### config.mk
export PLATFORM = sky130hd
export DESIGN_NAME = bc1_bc3_texture_block_decoder
export DESIGN_NICKNAME = d
export VERILOG_FILES = /design/src/rtl/core/bcdec_pkg.sv /design/src/rtl/core/bcdec_pos.sv /design/src/rtl/core/bcdec_texel.sv /design/src/rtl/core/bc1_bc3_texture_block_decoder.sv
export SDC_FILE = /design/constraint.sdc
export NUM_CORES = 1
export LEC_CHECK = 0
export BUFFER_PORTS_ARGS = -buffer_cell sky130_fd_sc_hd__buf_2
export CORE_MARGIN = 1
export CORE_UTILIZATION = 56
export DETAILED_ROUTE_END_ITERATION = 8
export GPL_TIMING_DRIVEN = 0
export HOLD_SLACK_MARGIN = 0.05
export PLACE_DENSITY = 0.9
export SLEW_MARGIN = 20
export SYNTH_ARGS = -nofsm -noshare
export SYNTH_HDL_FRONTEND = slang
export SYNTH_SLANG_ARGS = --single-unit
### constraint.sdc
create_clock -name clk -period 12.6 [get_ports clk]
set_clock_uncertainty 0.2 [all_clocks]
set_input_delay 1.89 -clock clk [delete_from_list [all_inputs] [get_ports clk]]
set_output_delay 1.89 -clock clk [all_outputs]
set_load 0.1 [all_outputs]
### src/rtl/core/bcdec_pkg.sv
// Shared types and constants for the BC1/BC3 texture block decoder.
// No dependencies; imported by every module of the decoder.
package bcdec_pkg;

	localparam int CfgIdxW  = 2;
	localparam int CfgDataW = 15;

	typedef enum logic [CfgIdxW-1:0] {
		CFG_FORMAT_MODE  = 2'd0,
		CFG_IMAGE_WIDTH  = 2'd1,
		CFG_IMAGE_HEIGHT = 2'd2
	} cfg_reg_t;

	// Constant reciprocals: floor(x * R >> S) equals floor(x / d) over the sums that occur.
	localparam logic [9:0]  RECIP3 = 10'd683;
	localparam int          SHIFT3 = 11;
	localparam logic [11:0] RECIP5 = 12'd3277;
	localparam logic [11:0] RECIP7 = 12'd2341;
	localparam int          SHIFT57 = 14;

	typedef enum logic [1:0] {
		DIV_ONE   = 2'd0,
		DIV_TWO   = 2'd1,
		DIV_THREE = 2'd2
	} cdiv_t;

	// Per-block header produced by the position tracker.
	typedef struct packed {
		logic        bc3;
		logic [11:0] col;
		logic [11:0] row;
		logic [1:0]  ncols_m1;
		logic [1:0]  nrows_m1;
		logic        nonempty;
		logic        last_img;
	} blk_info_t;

	// Block held in the first stage while its texels are emitted.
	typedef struct packed {
		logic [63:0] alpha_word;
		logic [63:0] color_word;
		logic        bc3;
		logic [11:0] col;
		logic [11:0] row;
		logic [1:0]  ncols_m1;
		logic [1:0]  nrows_m1;
		logic        last_img;
	} block_t;

	typedef struct packed {
		logic [7:0] red;
		logic [7:0] green;
		logic [7:0] blue;
		logic [7:0] alpha;
	} rgba_t;

endpackage

### src/rtl/core/bcdec_pos.sv
// Configuration registers, size clamping and block position tracking.
// Depends on bcdec_pkg.
module bcdec_pos import bcdec_pkg::*; #(
	parameter int MAX_SIDE = 16384
) (
	input  logic                clk,
	input  logic                arst_n,
	input  logic                cfg_wr_en,
	input  logic [CfgIdxW-1:0]  cfg_index,
	input  logic [CfgDataW-1:0] cfg_data,
	input  logic                advance,
	output blk_info_t           info
);

	localparam logic [16:0] MaxSideC = 17'(MAX_SIDE);

	logic        format_mode_q;
	logic [14:0] image_width_q;
	logic [14:0] image_height_q;
	logic [11:0] col_q;
	logic [11:0] row_q;

	logic [16:0] w17, h17, x0, y0, xrem, yrem;
	logic [14:0] bw, bh;
	logic        last_col, last_row, xin, yin;

	always_ff @(posedge clk or negedge arst_n) begin
		if (!arst_n) begin
			format_mode_q  <= 1'b0;
			image_width_q  <= 15'd16;
			image_height_q <= 15'd16;
		end else if (cfg_wr_en) begin
			case (cfg_reg_t'(cfg_index))
				CFG_FORMAT_MODE:  format_mode_q  <= cfg_data[0];
				CFG_IMAGE_WIDTH:  image_width_q  <= cfg_data;
				CFG_IMAGE_HEIGHT: image_height_q <= cfg_data;
				default: ;
			endcase
		end
	end

	always_comb begin
		w17 = {2'b00, image_width_q};
		if (w17 == 17'd0) w17 = 17'd1;
		else if (w17 > MaxSideC) w17 = MaxSideC;
		h17 = {2'b00, image_height_q};
		if (h17 == 17'd0) h17 = 17'd1;
		else if (h17 > MaxSideC) h17 = MaxSideC;
	end

	assign bw = 15'((w17 + 17'd3) >> 2);
	assign bh = 15'((h17 + 17'd3) >> 2);
	assign last_col = (15'(col_q) + 15'd1) >= bw;
	assign last_row = (15'(row_q) + 15'd1) >= bh;

	assign x0   = {3'b000, col_q, 2'b00};
	assign y0   = {3'b000, row_q, 2'b00};
	assign xin  = x0 < w17;
	assign yin  = y0 < h17;
	assign xrem = w17 - x0;
	assign yrem = h17 - y0;

	always_comb begin
		info.bc3      = format_mode_q;
		info.col      = col_q;
		info.row      = row_q;
		info.ncols_m1 = (xrem >= 17'd4) ? 2'd3 : 2'(xrem[1:0] - 2'd1);
		info.nrows_m1 = (yrem >= 17'd4) ? 2'd3 : 2'(yrem[1:0] - 2'd1);
		info.nonempty = xin && yin;
		info.last_img = last_col && last_row;
	end

	always_ff @(posedge clk or negedge arst_n) begin
		if (!arst_n) begin
			col_q <= '0;
			row_q <= '0;
		end else if (advance) begin
			if (last_col) begin
				col_q <= '0;
				row_q <= last_row ? 12'd0 : row_q + 12'd1;
			end else begin
				col_q <= col_q + 12'd1;
			end
		end
	end

endmodule

### src/rtl/core/bcdec_texel.sv
// Decodes one texel of a held block: palette entry selection and interpolation.
// Depends on bcdec_pkg.
module bcdec_texel import bcdec_pkg::*; (
	input  block_t     blk,
	input  logic [3:0] idx,
	output rgba_t      texel
);

	logic [15:0] c0, c1;
	logic [31:0] cidx;
	logic [47:0] aidx;
	logic [1:0]  ci;
	logic [2:0]  ai;
	logic [7:0]  a0, a1;
	logic        four;
	logic [1:0]  cw0, cw1;
	cdiv_t       cdiv;
	logic [7:0]  apal;
	logic [3:0]  aw0, aw1;
	logic [10:0] asum;
	logic [22:0] aprod5, aprod7;

	function automatic logic [7:0] mix(input logic [7:0] ea, input logic [7:0] eb,
			input logic [1:0] wa, input logic [1:0] wb, input cdiv_t d);
		logic [9:0]  sum;
		logic [19:0] prod;
		logic [7:0]  r;
		sum  = 10'(wa) * 10'(ea) + 10'(wb) * 10'(eb);
		prod = 20'(sum) * 20'(RECIP3);
		case (d)
			DIV_ONE:   r = sum[7:0];
			DIV_TWO:   r = sum[8:1];
			DIV_THREE: r = prod[SHIFT3 +: 8];
			default:   r = sum[7:0];
		endcase
		return r;
	endfunction

	assign c0   = blk.color_word[15:0];
	assign c1   = blk.color_word[31:16];
	assign cidx = blk.color_word[63:32];
	assign aidx = blk.alpha_word[63:16];
	assign a0   = blk.alpha_word[7:0];
	assign a1   = blk.alpha_word[15:8];
	assign ci   = cidx[{idx, 1'b0} +: 2];
	assign ai   = aidx[({2'b00, idx} + {1'b0, idx, 1'b0}) +: 3];
	assign four = blk.bc3 || (c0 > c1);

	always_comb begin
		case (ci)
			2'd0: begin cw0 = 2'd1; cw1 = 2'd0; cdiv = DIV_ONE; end
			2'd1: begin cw0 = 2'd0; cw1 = 2'd1; cdiv = DIV_ONE; end
			2'd2: begin
				cw0 = four ? 2'd2 : 2'd1;
				cw1 = 2'd1;
				cdiv = four ? DIV_THREE : DIV_TWO;
			end
			default: begin
				cw0 = four ? 2'd1 : 2'd0;
				cw1 = four ? 2'd2 : 2'd0;
				cdiv = four ? DIV_THREE : DIV_ONE;
			end
		endcase
	end

	// Alpha weights: eight-level palette when a0 > a1, otherwise six levels plus 0 and 255.
	always_comb begin
		aw0 = 4'd8 - {1'b0, ai};
		aw1 = {1'b0, ai} - 4'd1;
		if (!(a0 > a1)) aw0 = 4'd6 - {1'b0, ai};
		asum   = 11'(aw0) * 11'(a0) + 11'(aw1) * 11'(a1);
		aprod5 = 23'(asum) * 23'(RECIP5);
		aprod7 = 23'(asum) * 23'(RECIP7);
		if (ai == 3'd0) apal = a0;
		else if (ai == 3'd1) apal = a1;
		else if (a0 > a1) apal = aprod7[SHIFT57 +: 8];
		else if (ai == 3'd6) apal = 8'd0;
		else if (ai == 3'd7) apal = 8'd255;
		else apal = aprod5[SHIFT57 +: 8];
	end

	always_comb begin
		texel.red   = mix({c0[15:11], 3'b000}, {c1[15:11], 3'b000}, cw0, cw1, cdiv);
		texel.green = mix({c0[10:5], 2'b00}, {c1[10:5], 2'b00}, cw0, cw1, cdiv);
		texel.blue  = mix({c0[4:0], 3'b000}, {c1[4:0], 3'b000}, cw0, cw1, cdiv);
		if (blk.bc3) texel.alpha = apal;
		else if (!four && ci == 2'd3) texel.alpha = 8'd0;
		else texel.alpha = 8'd255;
	end

endmodule

### src/rtl/core/bc1_bc3_texture_block_decoder.sv
// BC1/BC3 texture block decoder. An accepted block is registered in the holding stage,
// and each of its texels is then registered in the output stage. Each held block is
// stepped one texel position per cycle while the output is not stalled, up to its last
// texel inside the image; a block wholly outside the image is not held. The next block is
// taken in the cycle the last texel leaves the holding stage. Reset restores the
// configuration defaults, sets the block position to zero and empties both stages.
module bc1_bc3_texture_block_decoder import bcdec_pkg::*; #(
	parameter int MAX_SIDE = 16384
) (
	input  logic                clk,
	input  logic                arst_n,
	input  logic                cfg_wr_en,
	input  logic [CfgIdxW-1:0]  cfg_index,
	input  logic [CfgDataW-1:0] cfg_data,
	input  logic                in_valid,
	output logic                in_stall,
	input  logic [63:0]         alpha_word,
	input  logic [63:0]         color_word,
	output logic                out_valid,
	input  logic                out_stall,
	output logic [13:0]         pixel_x,
	output logic [13:0]         pixel_y,
	output logic [7:0]          red,
	output logic [7:0]          green,
	output logic [7:0]          blue,
	output logic [7:0]          alpha,
	output logic                last_of_block,
	output logic                last_of_image
);

	blk_info_t info;
	block_t    blk_s1;
	logic      blk_valid_s1;
	logic [3:0] cnt_q;
	rgba_t     texel;

	logic       out_valid_q;
	logic [13:0] pixel_x_q, pixel_y_q;
	rgba_t      rgba_q;
	logic       last_of_block_q, last_of_image_q;

	logic out_free, step, texel_hit, at_last, blk_done, in_acc;

	bcdec_pos #(.MAX_SIDE(MAX_SIDE)) u_pos (
		.clk       (clk),
		.arst_n    (arst_n),
		.cfg_wr_en (cfg_wr_en),
		.cfg_index (cfg_index),
		.cfg_data  (cfg_data),
		.advance   (in_acc),
		.info      (info)
	);

	bcdec_texel u_texel (
		.blk   (blk_s1),
		.idx   (cnt_q),
		.texel (texel)
	);

	assign out_free  = !out_valid_q || !out_stall;
	assign step      = blk_valid_s1 && out_free;
	assign texel_hit = (cnt_q[1:0] <= blk_s1.ncols_m1) && (cnt_q[3:2] <= blk_s1.nrows_m1);
	assign at_last   = cnt_q == {blk_s1.nrows_m1, blk_s1.ncols_m1};
	assign blk_done  = step && at_last;
	assign in_stall  = blk_valid_s1 && !blk_done;
	assign in_acc    = in_valid && !in_stall;

	// A block with no texel inside the image only moves the position on.
	always_ff @(posedge clk or negedge arst_n) begin
		if (!arst_n) begin
			blk_valid_s1 <= 1'b0;
			cnt_q        <= '0;
		end else if (in_acc && info.nonempty) begin
			blk_valid_s1 <= 1'b1;
			cnt_q        <= '0;
		end else begin
			if (blk_done) blk_valid_s1 <= 1'b0;
			if (step) cnt_q <= cnt_q + 4'd1;
		end
	end

	always_ff @(posedge clk) begin
		if (in_acc) begin
			blk_s1.alpha_word <= alpha_word;
			blk_s1.color_word <= color_word;
			blk_s1.bc3        <= info.bc3;
			blk_s1.col        <= info.col;
			blk_s1.row        <= info.row;
			blk_s1.ncols_m1   <= info.ncols_m1;
			blk_s1.nrows_m1   <= info.nrows_m1;
			blk_s1.last_img   <= info.last_img;
		end
	end

	always_ff @(posedge clk or negedge arst_n) begin
		if (!arst_n) out_valid_q <= 1'b0;
		else if (out_free) out_valid_q <= step && texel_hit;
	end

	always_ff @(posedge clk) begin
		if (step) begin
			pixel_x_q       <= {blk_s1.col, cnt_q[1:0]};
			pixel_y_q       <= {blk_s1.row, cnt_q[3:2]};
			rgba_q          <= texel;
			last_of_block_q <= at_last;
			last_of_image_q <= at_last && blk_s1.last_img;
		end
	end

	assign out_valid     = out_valid_q;
	assign pixel_x       = pixel_x_q;
	assign pixel_y       = pixel_y_q;
	assign red           = rgba_q.red;
	assign green         = rgba_q.green;
	assign blue          = rgba_q.blue;
	assign alpha         = rgba_q.alpha;
	assign last_of_block = last_of_block_q;
	assign last_of_image = last_of_image_q;

endmodule

==> results of run 1 <==
==> cell usage after synthesis (14+ instances only) <==
library cell  instances
dfrtp_1              59
nor2b_1              53
a21boi_0             14
ha_1                437
mux2i_1              16
nor2_1              121
fa_1                127
mux2_2               35
nand3_1              41
inv_1               326
and2_1               70
a22o_1               15
nand2_1              91
a31oi_1              17
a21o_1               64
a21oi_1             117
o21ai_0              69
mux4_2               45
xor2_1               41
xnor2_1             118
o21bai_1             22
nand2b_1             21
and3_1               35
nor3_1               28
clkbuf_1             41
o22ai_1              16
edfxtp_1            220
nor4_1               16
==> logic make-up (layout without fill, tap and decap cells) <==
family	Yosys count	after routing
flops	281	281
simple gates	522	522
xor+xnor	162	162
other cells	1	8
buf+inv	381	690
mux	97	97
compound gates	429	429
fa+ha+maj	564	564
==> flip-flops by register name (all words and copies together), names as in the netlist <==
register and cells:
alpha 8, blk_s1 158, blk_valid_s1 1, blue 8, cnt_q 4, green 8
last_of_block 1, last_of_image 1, out_valid 1, pixel_x 14, pixel_y 14, red 8
u_pos.col_q 12, u_pos.format_mode_q 1, u_pos.image_height_q 15, u_pos.image_width_q 15, u_pos.row_q 12
==> layout make-up <==
type,count,area share [%]
Inverter,328,4.15
Timing Repair Buffer,256,4.98
Multi-Input combinational cell,1775,56.8
Buffer,52,0.937
Clock inverter,19,0.693
Sequential cell,281,27.3
Tap cell,600,2.52
Clock buffer,35,2.58
Antenna cell,7,0.0588
==> layer usage <==
metal  vias up  wire (microns)
met5         -              38
met4         6            3070
met3       226            4960
met2       904           32900
met1      9850           26000
li1       9218               -
==> final timing paths <==
path | cells past startpoint | startpoint | end | slack (ns)
worst max-delay path | 52 | cnt_q[0]$_DFFE_PN0P_ | alpha[6]$_DFFE_PP_ | 0.36
worst min-delay path | 0 | blk_s1[11]$_DFFE_PP_ | pixel_y[8]$_DFFE_PP_ | 0.22
worst max register to register | 52 | cnt_q[0]$_DFFE_PN0P_ | alpha[6]$_DFFE_PP_ | 0.36
worst min register to register | 0 | blk_s1[11]$_DFFE_PP_ | pixel_y[8]$_DFFE_PP_ | 0.22
max in group asynchronous | 1 | arst_n | cnt_q[2]$_DFFE_PN0P_ | 10.49
min in group asynchronous | 1 | arst_n | u_pos.image_width_q[7]$_DFFE_PN0P_ | 1.18
==> critical path, delay by kind of cell (launching register included) <==
family	cells	cell delay, ns
simple gates	2	0.15
buf+inv	10	0.80
xor+xnor	6	1.11
fa+ha+maj	14	5.31
mux	2	0.81
flops	1	0.43
compound gates	18	3.17
==> repair_timing <==
action / CTS / global route
setup buffers: 15 / 24
cloned: 0 / 0
setup endpoints to repair: 8 / 13
pin swaps: 9 / 31
gates resized for setup: 28 / 38
==> metrics by stage <==
| stage | std cells | area (sq um) | setup slack [ns] | utilization (%) | setup TNS, ns |
|---|---|---|---|---|---|
| 2_1_floorplan | 2437 | 26200 | 0.0726 | - | 0 |
| 3_3_place_gp | 3250 | 28100 | -1.79 | 61.3 | -10.87 |
| 3_5_place_dp | 3254 | 28200 | -2.08 | 61.5 | -13.21 |
| 4_1_cts | 3322 | 29400 | 0.0260 | 64.2 | 0 |
| 5_1_grt | 3351 | 29800 | -0.126 | 65.1 | -0.199 |
| 6_report | 3353 | 29800 | 0.362 | 65.1 | 0 |
==> out/results.txt, run 1 <==
CP most frequent cell: inv_1
worst slew pin tran: 1.01 ns
fmax: 81.7 MHz
Synth Area in Simple Gates: 10.4%
period utilization: 97.1%
adder-cell share of the synthesized area: 30.5%
register area share after synthesis: 31.0%
RSZ-0062 raised after global routing: true
Worst setup SP type: flop
FILL cells: 3326
Worst path slowest cell: fa_2
vias per cell: 6.03
GRT Total Usage: 27.4%
CP arrival: 12.37 ns
1st-pass router iterations: 5
max_cap viols: 0
CTS root buffer: clkbuf_16
largest net degree at the start of global routing: 64
post-cts hold buffer count: 0
via count: 20200
critical setup path kind: reg -> reg
Multi-input gate area: 16900 sq um
register area: 8140 sq um
P&R area growth vs syn: 13.5%
crit end category: flop
num rows: 78
Synth Area in Compound Gates: 11.0%
Core ar.: 45800 sq um
Routed WL: 67.0 mm
grt total ovfl: 0
Clock transition at path regs: 0.06 ns
max_slew headroom: 32.1%
DR WL/cell: 20.0 microns
final hold violations: 0
final setup vio count: 0
die height: 218 microns
Main synth FF type: edfxtp_1
share of cells above drive strength 1: 17.1%
commonest non-fill, non-tap cells in the layout: ha_1, inv_1, edfxtp_1
met3 usage: 5.09%
TritonCTS Sinks: 281
DIE WIDTH: 218 microns
Ports: 214
EDFF count, synth: 220
Synth Net Count: 3151
post-synthesis xor/xnor area fraction: 5.52%
crit-path max FO: 6
Synth warnings: 0
1st-iter DRT viols: 1669
initial antenna violation count: 11
dominant cell type by area after synthesis: edfxtp_1
Hold Crit Class: reg -> reg
Hold WS: 0.219 ns
Post-Syn Instances: 2437
Worst-Skew Late Latency: 0.60 ns
Avg Inst Size Synth: 10.8 sq um
Cell variety after synth: 85
GPL Wtd Cong: 0.956
Yosys reg bits: 281
CTS buffer count: 29
Buffers on Ports: 213
leading cell type in the layout, fill and taps excluded: ha_1
slowest stage delay, CP: 0.59 ns
Max Slew Vio Count: 0
Initial Util: 57.3%
CP required: 12.73 ns
HPWL after DPL: 51.7 mm
busiest grt layer: met2
first-pass GRT wire length: 104 mm
main combinational cell family by area after synthesis: adder cells
FFs w/ async S/R, synth: 21.7%
antenna-violating nets left: 0
CTS tree: built
Post-Synthesis Cell Area: 26200 sq um
mux cell area share after synthesis: 6.03%
min cycle time layout: 12.24 ns
DRC violations left: 0
largest cells by area after synthesis: edfxtp_1, ha_1, fa_1
M2 GR Usage: 47.3%
vias in the first global route: 20800
CTS H-tree lvls: 1
CTS max path bufs: 3
status: finished, final reports clean
die area: 47700 sq um
NumNets Final: 3437
Yosys top cell area share: 25.2%
grt met1 use: 33.2%
Power of run 1 is not shown: default switching activity piles up to over one toggle a cycle in this logic, so the estimate is an artifact.
==> run 2: changes to the inputs <==
--- a/config.mk
+++ b/config.mk
@@ -11,6 +11,7 @@
 export DETAILED_ROUTE_END_ITERATION = 8
 export GPL_TIMING_DRIVEN = 0
 export HOLD_SLACK_MARGIN = 0.05
+export MAX_ROUTING_LAYER = met4
 export PLACE_DENSITY = 0.9
 export SLEW_MARGIN = 20
 export SYNTH_ARGS = -nofsm -noshare
==> out/results.txt, run 2 (synthesis results as in run 1) <==
FF-to-FF End: alpha[6]$_DFFE_PP_
CTS max path bufs: 3 (unchanged)
fmax: 81.5 MHz (-0.26%)
1st-pass router iterations: 8 (+3)
final setup vio count: 0 (unchanged)
DIE WIDTH: 218 microns (unchanged)
crit end category: flop
capture endpoint of the worst hold path: pixel_y[2]$_DFFE_PP_
NumNets Final: 3426 (-0.32%)
max_slew headroom: 32.6% (+0.48 points)
worst slew pin tran: 1.00 ns (-0.00713 ns)
RSZ-0062 raised after global routing: true
slowest stage delay, CP: 0.61 ns (+0.02 ns)
HPWL after DPL: 51.3 mm (-0.76%)
share of cells above drive strength 1: 16.8% (-0.31 points)
Worst-Skew Late Latency: 0.62 ns (+0.02 ns)
period utilization: 97.4% (+0.25 points)
max FFs per register: 158 (unchanged)
initial antenna violation count: 10 (-1)
Final WS setup: 0.330 ns (-0.0319 ns)
CP arrival: 12.42 ns (+0.05 ns)
fin cells: 3345 (-0.24%)
Routed WL: 65.4 mm (-2.4%)
crit-path max FO: 10 (+4)
Initial Util: 57.3% (unchanged)
Placement Setup Slack: -1.99 ns (+0.0932 ns)
CTS buffer count: 31 (+6.9%)
DRC violations left: 0 (unchanged)
Top Registers: blk_s1 x158, u_pos.image_height_q x15, u_pos.image_width_q x15
DR WL/cell: 19.5 microns (-2.2%)
min cycle time layout: 12.27 ns (+0.0319 ns)
CP bufs+invs: 9 (-1)
1st-iter DRT viols: 1446 (-13%)
Ports: 214 (unchanged)
vias in the first global route: 20500 (-1.6%)
CP required: 12.75 ns (+0.02 ns)
R2R setup slack: 0.33 ns (-0.03 ns)
critical setup path kind: reg -> reg
Top reg by flops: blk_s1
status: finished, final reports clean
CP Launch Point: cnt_q[1]$_DFFE_PN0P_
commonest non-fill, non-tap cells in the layout: ha_1, inv_1, edfxtp_1
CTS H-tree lvls: 1 (unchanged)
Core ar.: 45800 sq um (unchanged)
Buffers on Ports: 213 (unchanged)
Hold WS: 0.200 ns (-0.0190 ns)
largest net degree at the start of global routing: 63 (-1.6%)
max_cap viols: 0 (unchanged)
hold path depth: 0 (unchanged)
TritonCTS Sinks: 281 (unchanged)
via count: 19800 (-2.1%)
Final Cell Area: 29700 sq um (-0.31%)
crit-path leading delay family: adder cells
antenna-violating nets left: 0 (unchanged)
CTS tree: built
final hold violations: 0 (unchanged)
CTS root buffer: clkbuf_16
leading cell type in the layout, fill and taps excluded: ha_1
first-pass GRT wire length: 103 mm (-0.68%)
Hold Crit Start: blk_s1[5]$_DFFE_PP_
GRT Total Usage: 28.2% (+0.73 points)
Max Slew Vio Count: 0 (unchanged)
Worst setup SP type: flop
P&R area growth vs syn: 13.2%
Worst path slowest cell: fa_2
num rows: 78 (unchanged)
reg2reg path depth: 50 (-3.8%)
GPL Wtd Cong: 0.964 (+0.84%)
Hold Crit Class: reg -> reg
placed cell area: 28200 sq um (about the same)
die area: 47700 sq um (unchanged)
Placed Cells: 3253 (-0.031%)
CP Depth: 50 (-3.8%)
grt total ovfl: 0 (unchanged)
r2r startpoint: cnt_q[1]$_DFFE_PN0P_
vias per cell: 5.91 (-1.9%)
Clock transition at path regs: 0.06 ns (about the same)
die height: 218 microns (unchanged)
==> run 2: cell types whose count changed in the layout (fill, tap and decap cells not counted), moves of 2 or more <==
cell | previous run | this run
buf_6 | 6 | 4
o21ai_1 | 4 | 6
buf_12 | 2 | 0
buf_4 | 39 | 29
clkinv_2 | 5 | 7
bufinv_16 | 3 | 1
clkbuf_16 | 29 | 32
inv_6 | 1 | 4
==> run 2: routing by layer <==
layer	up-vias	part of all wire [%]	track usage, %
li1	9197	-	-
met1	9646	40	34.0
met2	771	49	46.7
met3	163	7.4	5.29
met4	0	3.4	10.7
met5	-	0	-
==> run 2: stage by stage <==
step / utilization, % / TNS (ns)
floorplan: - / 0
global placement: 61.3 / -10.47
detailed placement: 61.5 / -12.70
CTS: 64.1 / 0
global route: 64.9 / -0.230
finish: 64.9 / 0
==> run 2: layout make-up <==
cell class / instances / area (sq um)
Multi-Input combinational cell: 1775 / 16900
Fill cell: 3356 / 16100
Sequential cell: 281 / 8140
Timing Repair Buffer: 243 / 1360
Inverter: 328 / 1230
Clock buffer: 36 / 805
Tap cell: 600 / 751
Buffer: 52 / 293
Clock inverter: 22 / 184
Antenna cell: 8 / 20.0
==> run 2: worst max path at each step <==
stage / to / slack (ns)
after floorplan: alpha[6]$_DFFE_PP_ / 0.07
after global placement: alpha[6]$_DFFE_PP_ / -1.71
after detailed placement: alpha[6]$_DFFE_PP_ / -1.99
after CTS: alpha[6]$_DFFE_PP_ / 0.02
after global routing: alpha[6]$_DFFE_PP_ / -0.15
final: alpha[6]$_DFFE_PP_ / 0.33
==> run 2: timing repair <==
| action | CTS | global route |
|---|---|---|
| pin swaps | 11 | 26 |
| setup endpoints to repair | 8 | 8 |
| setup buffers | 12 | 15 |
| cloned | 0 | 0 |
| hold buffers | 0 | 0 |
| gates resized for setup | 29 | 36 |
Power of run 2 is left out for the same reason.
